==> src/rtl/trme_pkg.sv <==
`timescale 1ns / 1ps
// ----------------------------------------------------------------------------
// trme_pkg: shared types and codes of the toy register machine execute block
// Instruction kinds, operand form codes and the structs that travel between
// the execute logic and the register file / data memory.
// ----------------------------------------------------------------------------
package trme_pkg;

  // Fixed widths of the instruction and result words
  localparam int KindW   = 3;
  localparam int FormW   = 3;
  localparam int RegSelW = 3;
  localparam int AddrW   = 6;
  localparam int DataW   = 32;
  localparam int TargetW = 9;
  localparam int LineW   = 8;

  // Instruction kinds; code 7 is a no-operation
  typedef enum logic [KindW-1:0] {
    KIND_MOV = 3'd0,
    KIND_ADD = 3'd1,
    KIND_SUB = 3'd2,
    KIND_PRN = 3'd3,
    KIND_JMP = 3'd4,
    KIND_JPN = 3'd5,
    KIND_HLT = 3'd6
  } kind_e;

  // Operand forms of MOV, ADD and SUB
  localparam logic [FormW-1:0] FORM_REG_REG   = 3'd0;
  localparam logic [FormW-1:0] FORM_REG_CONST = 3'd1;
  localparam logic [FormW-1:0] FORM_REG_MEM   = 3'd2;
  localparam logic [FormW-1:0] FORM_MEM_REG   = 3'd3;
  localparam logic [FormW-1:0] FORM_MEM_CONST = 3'd4;

  // Operand forms of PRN and JMP
  localparam logic [FormW-1:0] FORM_REG   = 3'd0;
  localparam logic [FormW-1:0] FORM_CONST = 3'd1;
  localparam logic [FormW-1:0] FORM_MEM   = 3'd2;

  // Read request issued when a word is taken in
  typedef struct packed {
    logic               en;
    logic [RegSelW-1:0] reg_a;
    logic [RegSelW-1:0] reg_b;
    logic [AddrW-1:0]   mem_addr;
  } rd_req_t;

  // Registered read data, valid the cycle after the request
  typedef struct packed {
    logic [DataW-1:0] reg_a_val;
    logic [DataW-1:0] reg_b_val;
    logic [DataW-1:0] mem_val;
  } rd_rsp_t;

  // Single write port shared by register file and data memory
  typedef struct packed {
    logic               reg_we;
    logic [RegSelW-1:0] reg_sel;
    logic               mem_we;
    logic [AddrW-1:0]   mem_addr;
    logic [DataW-1:0]   data;
  } wr_t;

endpackage

==> src/rtl/toy_register_machine_execute_top.sv <==
`timescale 1ns / 1ps
// An accepted input word goes to the input register, its result to the result
// register. Throughput: one word per cycle unless output stall holds a result;
// operand reads are registered, with the write of the executing word forwarded to the next.
// Input stall rises only while a result word is held by output stall.
// Reset (asynchronous, active low) zeroes the line index, halt flag and
// registers at once; data memory words read as zero until written.
// ----------------------------------------------------------------------------
// toy_register_machine_execute_top: execute stage of a five-register toy machine
// Runs one decoded instruction per word against registers and data memory and
// returns the next line to fetch, an optional print event and the halt flag.
// ----------------------------------------------------------------------------
module toy_register_machine_execute_top
  import trme_pkg::*;
#(
  parameter int MEM_WORDS     = 64,
  parameter int NUM_REGS      = 5,
  parameter int PROGRAM_LINES = 256
) (
  input  logic                      clk_i,
  input  logic                      rst_ni,
  input  logic                      in_valid_i,
  output logic                      in_stall_o,
  input  logic [KindW-1:0]          kind_i,
  input  logic [FormW-1:0]          operand_form_i,
  input  logic [RegSelW-1:0]        reg_a_i,
  input  logic [RegSelW-1:0]        reg_b_i,
  input  logic [AddrW-1:0]          mem_address_i,
  input  logic signed [DataW-1:0]   immediate_i,
  input  logic [TargetW-1:0]        target_line_i,
  output logic                      out_valid_o,
  input  logic                      out_stall_i,
  output logic [LineW-1:0]          next_line_o,
  output logic                      print_valid_o,
  output logic signed [DataW-1:0]   print_value_o,
  output logic                      print_unsigned_o,
  output logic                      halted_o
);

  localparam int LW = $clog2(PROGRAM_LINES);

  // Handshake
  logic    adv, accept, fire;
  rd_req_t rd_req;
  rd_rsp_t rd_rsp;
  wr_t     wr;

  // Input register
  logic               s1_vld_q;
  kind_e              s1_kind_q;
  logic [FormW-1:0]   s1_form_q;
  logic [RegSelW-1:0] s1_ra_q, s1_rb_q;
  logic [AddrW-1:0]   s1_addr_q;
  logic [DataW-1:0]   s1_imm_q;
  logic [LW-1:0]      s1_jdest_q;

  // Architectural state
  logic [LW-1:0] line_q, line_d;
  logic          halt_q, halt_d;

  // Result register
  logic             out_vld_q;
  logic [LineW-1:0] next_line_q;
  logic             pvalid_q, punsigned_q, halted_q;
  logic [DataW-1:0] pvalue_q;
  logic             pvalid_d, punsigned_d;
  logic [DataW-1:0] pvalue_d;

  logic [TargetW-1:0] jt;
  logic [LW-1:0]      jdest;
  logic [LW-1:0]      line_inc;
  logic [DataW-1:0]   opa, opb, alu;

  assign adv        = !out_vld_q || !out_stall_i;
  assign in_stall_o = s1_vld_q && !adv;
  assign accept     = in_valid_i && !in_stall_o;
  assign fire       = s1_vld_q && adv;

  // Reduce the one-based target modulo the program length, then step back one
  always_comb begin
    jt = target_line_i;
    for (int k = 4; k >= 0; k--) begin
      if (32'(jt) >= (PROGRAM_LINES << k)) begin
        jt = jt - TargetW'(PROGRAM_LINES << k);
      end
    end
    jdest = (jt == '0) ? LW'(PROGRAM_LINES - 1) : LW'(jt - TargetW'(1));
  end

  // Operand read request
  always_comb begin
    rd_req.en       = accept;
    rd_req.reg_a    = reg_a_i;
    rd_req.reg_b    = reg_b_i;
    rd_req.mem_addr = mem_address_i;
  end

  trme_store #(
    .NUM_REGS  (NUM_REGS),
    .MEM_WORDS (MEM_WORDS)
  ) u_store (
    .clk_i    (clk_i),
    .rst_ni   (rst_ni),
    .rd_req_i (rd_req),
    .wr_i     (wr),
    .rd_rsp_o (rd_rsp)
  );

  // Capture the instruction word
  always_ff @(posedge clk_i or negedge rst_ni) begin
    if (!rst_ni) begin
      s1_vld_q <= 1'b0;
    end else if (accept) begin
      s1_vld_q <= 1'b1;
    end else if (fire) begin
      s1_vld_q <= 1'b0;
    end
  end

  always_ff @(posedge clk_i) begin
    if (accept) begin
      s1_kind_q  <= kind_e'(kind_i);
      s1_form_q  <= operand_form_i;
      s1_ra_q    <= reg_a_i;
      s1_rb_q    <= reg_b_i;
      s1_addr_q  <= mem_address_i;
      s1_imm_q   <= immediate_i;
      s1_jdest_q <= jdest;
    end
  end

  // Execute
  always_comb begin
    line_inc = (line_q == LW'(PROGRAM_LINES - 1)) ? '0 : line_q + LW'(1);
    opa      = rd_rsp.reg_a_val;
    line_d   = line_inc;
    halt_d   = halt_q;
    pvalid_d = 1'b0;
    pvalue_d = '0;
    punsigned_d = 1'b0;
    wr.reg_we   = 1'b0;
    wr.reg_sel  = s1_ra_q;
    wr.mem_we   = 1'b0;
    wr.mem_addr = s1_addr_q;
    wr.data     = '0;

    // select the second ALU operand
    case (s1_form_q)
      FORM_REG_REG:   opb = rd_rsp.reg_b_val;
      FORM_REG_CONST: opb = s1_imm_q;
      default:        opb = rd_rsp.mem_val;
    endcase
    alu = (s1_kind_q == KIND_ADD) ? opa + opb : opa - opb;

    if (halt_q) begin
      line_d = line_q;
    end else begin
      unique case (s1_kind_q)
        KIND_MOV: begin
          case (s1_form_q)
            FORM_REG_REG: begin
              wr.reg_we  = 1'b1;
              wr.reg_sel = s1_rb_q;
              wr.data    = opa;
            end
            FORM_REG_CONST: begin
              wr.reg_we = 1'b1;
              wr.data   = s1_imm_q;
            end
            FORM_REG_MEM: begin
              wr.mem_we = 1'b1;
              wr.data   = opa;
            end
            FORM_MEM_REG: begin
              wr.reg_we = 1'b1;
              wr.data   = rd_rsp.mem_val;
            end
            FORM_MEM_CONST: begin
              wr.mem_we = 1'b1;
              wr.data   = s1_imm_q;
            end
            default: ;
          endcase
        end
        KIND_ADD, KIND_SUB: begin
          case (s1_form_q) inside
            FORM_REG_REG, FORM_REG_CONST, FORM_REG_MEM: begin
              wr.reg_we = 1'b1;
              wr.data   = alu;
            end
            default: ;
          endcase
        end
        KIND_PRN: begin
          case (s1_form_q)
            FORM_REG: begin
              pvalid_d = 1'b1;
              pvalue_d = opa;
            end
            FORM_CONST: begin
              pvalid_d = 1'b1;
              pvalue_d = s1_imm_q;
            end
            FORM_MEM: begin
              pvalid_d    = 1'b1;
              pvalue_d    = rd_rsp.mem_val;
              punsigned_d = 1'b1;
            end
            default: ;
          endcase
        end
        KIND_JMP: begin
          if (s1_form_q != FORM_REG || opa == '0) begin
            line_d = s1_jdest_q;
          end
        end
        KIND_JPN: begin
          if (opa == '0 || opa[DataW-1]) begin
            line_d = s1_jdest_q;
          end
        end
        KIND_HLT: begin
          halt_d = 1'b1;
          line_d = line_q;
        end
        default: ;
      endcase
    end

    // drop writes unless the word really executes this cycle
    wr.reg_we = wr.reg_we && fire;
    wr.mem_we = wr.mem_we && fire;
  end

  // Advance line index and halt flag
  always_ff @(posedge clk_i or negedge rst_ni) begin
    if (!rst_ni) begin
      line_q <= '0;
      halt_q <= 1'b0;
    end else if (fire) begin
      line_q <= line_d;
      halt_q <= halt_d;
    end
  end

  // Result register; hold while stalled
  always_ff @(posedge clk_i or negedge rst_ni) begin
    if (!rst_ni) begin
      out_vld_q <= 1'b0;
    end else if (adv) begin
      out_vld_q <= s1_vld_q;
    end
  end

  always_ff @(posedge clk_i) begin
    if (fire) begin
      next_line_q <= LineW'(line_d);
      pvalid_q    <= pvalid_d;
      pvalue_q    <= pvalue_d;
      punsigned_q <= punsigned_d;
      halted_q    <= halt_d;
    end
  end

  assign out_valid_o      = out_vld_q;
  assign next_line_o      = next_line_q;
  assign print_valid_o    = pvalid_q;
  assign print_value_o    = pvalue_q;
  assign print_unsigned_o = punsigned_q;
  assign halted_o         = halted_q;

endmodule

==> src/rtl/trme_store.sv <==
`timescale 1ns / 1ps
// ----------------------------------------------------------------------------
// trme_store: register file and data memory of the toy register machine
// Two register reads and one memory read per request, registered, with
// forwarding of the write issued in the same cycle. Data memory entries carry
// valid bits so that unwritten words read as zero after reset.
// ----------------------------------------------------------------------------
module trme_store
  import trme_pkg::*;
#(
  parameter int NUM_REGS  = 5,
  parameter int MEM_WORDS = 64
) (
  input  logic    clk_i,
  input  logic    rst_ni,
  input  rd_req_t rd_req_i,
  input  wr_t     wr_i,
  output rd_rsp_t rd_rsp_o
);

  localparam int RegIdxW  = $clog2(NUM_REGS);
  localparam int RegWideW = (RegIdxW > RegSelW) ? RegIdxW : RegSelW;
  localparam int MemIdxW  = $clog2(MEM_WORDS);
  localparam int MemWideW = (MemIdxW > AddrW) ? MemIdxW : AddrW;

  function automatic logic [RegIdxW-1:0] reg_idx(input logic [RegSelW-1:0] sel);
    logic [RegWideW-1:0] wide;
    wide = RegWideW'(sel);
    return wide[RegIdxW-1:0];
  endfunction

  function automatic logic [MemIdxW-1:0] mem_idx(input logic [AddrW-1:0] addr);
    logic [MemWideW-1:0] wide;
    wide = MemWideW'(addr);
    return wide[MemIdxW-1:0];
  endfunction

  logic [DataW-1:0] regs_q [NUM_REGS];
  logic [DataW-1:0] mem_q  [MEM_WORDS];
  logic [MEM_WORDS-1:0] mem_vld_q;

  logic [DataW-1:0] reg_a_q, reg_b_q, mem_raw_q, mem_fwd_q;
  logic             mem_zero_q, mem_hit_q;

  logic reg_wr_ok, mem_wr_ok;
  logic ra_ok, rb_ok, rm_ok;
  logic hit_a, hit_b, hit_m;

  // Range checks and forwarding matches
  always_comb begin
    reg_wr_ok = wr_i.reg_we && (32'(wr_i.reg_sel) < 32'(NUM_REGS));
    mem_wr_ok = wr_i.mem_we && (32'(wr_i.mem_addr) < 32'(MEM_WORDS));
    ra_ok     = 32'(rd_req_i.reg_a) < 32'(NUM_REGS);
    rb_ok     = 32'(rd_req_i.reg_b) < 32'(NUM_REGS);
    rm_ok     = 32'(rd_req_i.mem_addr) < 32'(MEM_WORDS);
    hit_a     = reg_wr_ok && (wr_i.reg_sel == rd_req_i.reg_a);
    hit_b     = reg_wr_ok && (wr_i.reg_sel == rd_req_i.reg_b);
    hit_m     = mem_wr_ok && (wr_i.mem_addr == rd_req_i.mem_addr);
  end

  // Register file: write and registered reads with forwarding
  always_ff @(posedge clk_i or negedge rst_ni) begin
    if (!rst_ni) begin
      for (int i = 0; i < NUM_REGS; i++) begin
        regs_q[i] <= '0;
      end
    end else if (reg_wr_ok) begin
      regs_q[reg_idx(wr_i.reg_sel)] <= wr_i.data;
    end
  end

  always_ff @(posedge clk_i) begin
    if (rd_req_i.en) begin
      reg_a_q <= !ra_ok ? '0 : (hit_a ? wr_i.data : regs_q[reg_idx(rd_req_i.reg_a)]);
      reg_b_q <= !rb_ok ? '0 : (hit_b ? wr_i.data : regs_q[reg_idx(rd_req_i.reg_b)]);
    end
  end

  // Data memory array: one write, one registered read
  always_ff @(posedge clk_i) begin
    if (mem_wr_ok) begin
      mem_q[mem_idx(wr_i.mem_addr)] <= wr_i.data;
    end
    if (rd_req_i.en) begin
      mem_raw_q <= mem_q[mem_idx(rd_req_i.mem_addr)];
      mem_fwd_q <= wr_i.data;
    end
  end

  // Valid bits and read select of the data memory
  always_ff @(posedge clk_i or negedge rst_ni) begin
    if (!rst_ni) begin
      mem_vld_q  <= '0;
      mem_zero_q <= 1'b1;
      mem_hit_q  <= 1'b0;
    end else begin
      if (mem_wr_ok) begin
        mem_vld_q[mem_idx(wr_i.mem_addr)] <= 1'b1;
      end
      if (rd_req_i.en) begin
        mem_zero_q <= !rm_ok || (!hit_m && !mem_vld_q[mem_idx(rd_req_i.mem_addr)]);
        mem_hit_q  <= hit_m;
      end
    end
  end

  assign rd_rsp_o.reg_a_val = reg_a_q;
  assign rd_rsp_o.reg_b_val = reg_b_q;
  assign rd_rsp_o.mem_val   = mem_zero_q ? '0 : (mem_hit_q ? mem_fwd_q : mem_raw_q);

endmodule

==> config.mk <==
export PLATFORM = sky130hd
export DESIGN_NAME = toy_register_machine_execute_top
export DESIGN_NICKNAME = d
export VERILOG_FILES = /design/src/rtl/trme_pkg.sv /design/src/rtl/toy_register_machine_execute_top.sv /design/src/rtl/trme_store.sv
export SDC_FILE = /design/constraint.sdc
export NUM_CORES = 2
export LEC_CHECK = 0
export BUFFER_PORTS_ARGS = -buffer_cell sky130_fd_sc_hd__buf_4
export CAP_MARGIN = 20
export CORE_AREA = 2 2 646 648
export CTS_CLUSTER_DIAMETER = 80
export DETAILED_ROUTE_END_ITERATION = 10
export DIE_AREA = 0 0 648 650
export HOLD_SLACK_MARGIN = 0.02
export SLEW_MARGIN = 30
export SYNTH_ARGS = -nofsm -noshare
export SYNTH_HDL_FRONTEND = slang
export SYNTH_SLANG_ARGS = --single-unit
==> constraint.sdc <==
create_clock -name clk_i -period 8.55 [get_ports clk_i]
set_input_delay 1.71 -clock clk_i [delete_from_list [all_inputs] [get_ports clk_i]]
set_output_delay 1.71 -clock clk_i [all_outputs]
set_load 0.1 [all_outputs]
After elaboration in Yosys (flattened, before gate mapping)
Memories as Yosys holds them, arrays and structs flattened. A register that Yosys moved wholly into a read port is not among the register bits.
Cells that the tools add are included.
{ "totals": {"ff_bits": 434, "word_cells": 141, "n_memories": 1, "out_inout_bits": 45, "input_bits": 63, "ram_bits": 2048} }
{ "classes": {"n_eq_ne": 14, "reduce_logical": 34, "bitwise": 5, "muxes": 44, "n_lt_le_gt_ge": 11, "add_sub_neg": 5} }
{ "memory_table": {"columns": ["name", "words", "width", "rd", "rd_clocked_by_memory_dff", "wr", "line", "source"], "rows": [
  ["u_store.mem_q", 64, 32, 1, 1, 1, "trme_store.sv:39", "logic [DataW-1:0] mem_q [MEM_WORDS];"]
]} }
{ "op_table": {"columns": ["op", "count"], "rows": [
  ["$mux W32", 12],
  ["$bmux W32 S3", 2],
  ["$pmux W32 S3", 2],
  ["$bwmux W160", 1],
  ["$pmux W32 S2", 2],
  ["$demux W32 S3", 1],
  ["$or A64 B64 Y64", 1],
  ["$add A32 B32 Y32", 1],
  ["$logic_not A32 Y1", 1],
  ["$mux W8", 4],
  ["$sub A32 B32 Y32", 1],
  ["$pmux W8 S3", 1],
  ["$lt A6 B7 Y1 const B", 2],
  ["$eq A3 B2 Y1 const B", 4],
  ["$eq A3 B3 Y1 const B", 4],
  ["$ge A4 B4 Y1 const B", 3],
  ["$logic_and A1 B1 Y1", 12],
  ["$mux W1", 12],
  ["$not A3 Y4", 3],
  ["$reduce_or A2 Y1", 5],
  ["$ge A9 B9 Y1 const B", 1],
  ["$logic_not A9 Y1", 1],
  ["$lt A3 B3 Y1 const B", 3],
  ["$mux W9", 1],
  ["22 further kinds", 33]
]} }

Logic depth before layout (Yosys ltp)
{ "depth": {"ltp_word": 11, "ltp_mapped": 23, "depth_no_buf": 21} }

By module
Synthesis repeated with hierarchy kept, for this count alone.
{ "hier_totals": {"hier_cells": 5345, "hier_area_um2": 102737.3} }
{ "by_module_without_submodules": {"columns": ["module", "cells_each", "seq_area_each_um2", "area_each_um2", "instances"], "rows": [
  ["trme_store", 4297, 70999.3, 93653.6, 1],
  ["toy_register_machine_execute_top", 1048, 3308.2, 9083.7, 1]
]} }

Worst setup path before layout
Ideal clock, no wire load.
{ "synth_path": {"path_kind": "reg2reg", "from": "register s1_form_q[0]", "to": "register u_store.mem_fwd_q[31] (data pin)", "required_time_ps": 7966, "arrival_time_ps": 6013, "path_stages_with_launch": 22, "n_path_buf": 8, "setup_time_ps": 584, "synth_period_minus_slack_ps": 6597, "path_slack_ps": 1953, "path_cell_list": "edfxtp_1 -> buf_2 -> buf_6 -> buf_6 -> buf_2 -> buf_2 -> buf_1 -> clkbuf_1 -> nand2_1 -> and3_1 -> a21oi_1 -> xor2_1 -> ha_1 -> clkbuf_1 -> a21oi_1 -> o21ai_1 -> a21o_1 -> a221oi_2 -> o31a_1 -> o21ai_0 -> xnor2_1 -> o22ai_1"} }
{ "synth_lines": {"columns": ["element", "line", "source"], "rows": [
  ["start: declaration", "toy_register_machine_execute_top.sv:51", "logic [FormW-1:0] s1_form_q;"],
  ["start signal: assignment", "toy_register_machine_execute_top.sv:123", "s1_form_q <= operand_form_i;"],
  ["end signal: assignment", "trme_store.sv:86", "mem_fwd_q <= wr_i.data;"],
  ["end: declaration", "trme_store.sv:42", "logic [DataW-1:0] reg_a_q, reg_b_q, mem_raw_q, mem_fwd_q;"]
]} }

==> impl_results.md <==
* Run status: complete, no violations
* Slew Limit Fails at 0
* Lkg Pwr at 39.7 nW
* CTS tree: done
* CP endpoint: u_store.mem_q[42][27]$_DFFE_PP_
* Clock transition at the registers of the reported paths at ~0.060 ns
* Fillers at 40300
* Worst flop-to-flop path startpoint: s1_form_q[1]$_DFFE_PP_
* Synth top area share at about two thirds
* Vias at ~55000
* Dpl hpwl at about 170000 µm
* Tmin final at around 6.9 ns
* Core Util, Final at a little under 30%
* Drt first pass iters at 6
* Wire per inst at between 20 and 30 µm
* Die area at between 0.4 and 0.5 mm²
* Final Hold Fails at 0
* # resized after CTS at 0
* Final Cycle Share at slightly above 80%
* Total I/O pin count at 108
* Post-Route WL at around 290000 µm
* Hold WC Path Type: flip-flop to flip-flop
* Clk_lat worst skew at 0.86 ns
* Crit Path Class: flip-flop to flip-flop
* CTS sink count at 2514
* Max-Cap Viols at 0
* Synth warn at 0
* Synthesized Nets at about 5500
* CTS max path bufs at 4
* FF-to-FF setup slack at approximately 1.7 ns
* Startpoint Class: flip-flop
* Crit path required time at just over 9 ns
* Slew @ Worst Pin at ~1.1 ns
* Die Wd at ~650 µm
* Iteration-0 DRC count of the detailed router at 6313
* Post-synthesis cell area at approximately 0.10 mm²
* R2r worst-path depth at 21
* Root Buffer: clkbuf_16
* Pwr Density at 222 mW/mm²
* Post-synth EDFFs at roughly 2300
* CP max FO at slightly above 40
* FP Rows at about 240
* Post-CTS Setup Bufs at 0
* DR vias/cell at between 4 and 5
* Core area at 0.415 mm²
* Ratio of cells with drive above 1 in the final layout at between 20% and 30%
* H-tree Lvls at 5
* Gr usage total at between 10% and 20%
* Nets at around 5700
* Global-route wire length before repair at between 400000 and 500000 µm
* Skew final at between 0.07 and 0.08 ns
* Netlist cell types at 90
* Slew HR at approximately a quarter
* Sequential area share after synthesis at approximately 72%
* RSZ-0062 raised after global routing: false
* Initial cell density of the core at between 20% and 30%
* Largest net degree at the start of global routing at ~160
* R2R Path End: u_store.mem_q[42][27]$_DFFE_PP_
* Worst VDD drop at 152 µV
* Initial antenna violation count at 19
* Die outline height at 650 µm
* Area leader, netlist: edfxtp_1
* Most frequent cells in the layout: 2277 x edfxtp_1, 749 x mux4_2, 324 x nand2_1
* DRC at 0
* Vias in the first global route at approximately 55000
* Hold buffer count at CTS at 0
* Synth top area cells: edfxtp_1 66%, mux4_2 16%, dfrtp_1 5.7%
* Synth Register Bits at ~2500
* Crit end category: flip-flop
* Synth-to-layout area growth at 16.9%
* Most common cell after layout, fill and taps aside: edfxtp_1
* # setup viols final at 0
* Grt total ovfl at 0
* CTS buffer count at approximately 270
* PortBufs at 106
* Mean Syn Cell Area at between 15 and 20 µm²
* Setup_tns at 0 ns
* Fmax at roughly 140 MHz
* Post-synthesis cell count at roughly 5400
* Crit path arrival time at around 7.4 ns
* Routability cong. at about 0.88
* Post-route ant nets at 0
* Main synth FF type: edfxtp_1
* Async S/R FF share, synth at 9.43%
* Crit path from: s1_form_q[1]$_DFFE_PP_
-- kinds of logic after synthesis --
group                    synth area share, %
buffers and inverters                   1.51
multiplexers                            17.4
XOR/XNOR                               0.654
AO/OA/AOI/OAI                           3.97
flip-flops                              72.0
adder cells (fa/ha/maj)                0.505
AND/OR/NAND/NOR                         3.91
-- how the worst min path moves through the flow --
| stage | start | to | cells past startpoint |
|---|---|---|---|
| 2_1_floorplan | u_store.mem_vld_q[10]$_DFFE_PN0P_ | u_store.mem_vld_q[10]$_DFFE_PN0P_ | 1 |
| 3_5_place_dp | u_store.mem_vld_q[21]$_DFFE_PN0P_ | u_store.mem_vld_q[21]$_DFFE_PN0P_ | 1 |
| 6_report | u_store.mem_vld_q[21]$_DFFE_PN0P_ | u_store.mem_vld_q[21]$_DFFE_PN0P_ | 1 |
| 3_3_place_gp | u_store.mem_vld_q[44]$_DFFE_PN0P_ | u_store.mem_vld_q[44]$_DFFE_PN0P_ | 1 |
| 4_1_cts | u_store.mem_vld_q[21]$_DFFE_PN0P_ | u_store.mem_vld_q[21]$_DFFE_PN0P_ | 1 |
| 5_1_grt | u_store.mem_vld_q[21]$_DFFE_PN0P_ | u_store.mem_vld_q[21]$_DFFE_PN0P_ | 1 |
-- synth_stat cells, types with 9 or more instances --
cell      number
o21a_1        14
nor4_1        15
nor2_1       198
a311oi_1      48
or2_2         80
nor2b_1       74
mux2_2        32
edfxtp_1    2277
xnor2_1       54
a21oi_1      167
a21o_1        19
buf_1         70
a22oi_1       18
nor3_1        60
nand2b_1      11
buf_2         30
dfrtp_1      236
a31oi_1       23
xor2_1        23
nand2_1      325
mux2i_1       62
and3_1        10
a211oi_1      27
o22ai_1       25
o21ai_0      235
mux4_2       749
clkbuf_1     210
ha_1          40
nand3_1       19
o31ai_1        9
inv_1         64
nand4_1       10
or3_1          9
-- cell type report --
| cell class | instances | area, µm² | area share (%) |
|---|---|---|---|
| antenna | 10 | 25.0 | 0.0208 |
| clock buffer | 349 | 7320 | 6.07 |
| clock inverter | 125 | 1160 | 0.960 |
| inverter | 65 | 275 | 0.228 |
| multi-input combinational | 2488 | 27900 | 23.1 |
| sequential | 2514 | 74300 | 61.6 |
| tap | 5497 | 6880 | 5.70 |
| timing repair buffer | 293 | 2720 | 2.25 |
-- routing by layer --
layer  share of wire [%]  track usage (%)  up-vias
li1                    -                -    22500
met4                 3.0             3.98        8
met3                 6.5             2.14      446
met2                  48             21.8     2068
met1                  42             17.9    29600
met5               0.016                0        -
-- per-stage QoR --
step	total power [mW]	hold WS, ns	setup WS [ns]	instances	area [µm²]
global placement	15.7	0.446	1.55	10800	112000
finish	26.8	0.461	1.65	11300	121000
detailed placement	15.7	0.449	1.76	10900	112000
global route	27.6	0.470	1.24	11300	121000
floorplan	15.0	0.434	1.95	5388	103000
CTS	27.0	0.463	1.77	11300	120000
-- registers in the layout (all words and copies together), names as in the netlist, 6 cells and up --
signal             cells
u_store.regs_q       160
u_store.mem_raw_q     32
s1_imm_q              32
u_store.reg_a_q       32
u_store.mem_q       2048
s1_jdest_q             8
line_q                 8
u_store.mem_fwd_q     32
s1_addr_q              6
print_value_o         32
next_line_o            8
u_store.mem_vld_q     64
u_store.reg_b_q       32
-- worst max-delay path, cell delays in order (launching register included) --
cell and delay (ns):
edfxtp_1 0.42, buf_4 0.41, or2_2 0.58, o22ai_1 0.25
inv_1 0.11, ha_1 0.20, nand2_1 0.11, and2b_2 0.28
nand3_2 0.16, or4_4 0.62, or2_4 0.28, o31ai_2 0.29
xnor2_1 0.11, ha_1 0.35, a211oi_1 0.52, nor2_1 0.12
a21oi_1 0.22, o31ai_1 0.13, xor2_1 0.17, a22oi_1 0.56
inv_2 0.40, buf_12 0.29
-- where the power goes --
part | internal, mW | switching, mW | total, mW | leakage [nW]
Clock | 6.65 | 4.71 | 11.4 | 4.13
Sequential | 13.4 | 0.115 | 13.5 | 25.0
Combinational | 0.705 | 1.21 | 1.91 | 10.5
Total | 20.7 | 6.03 | 26.8 | 39.7
Note: power is estimated with default switching activity, not from simulation.
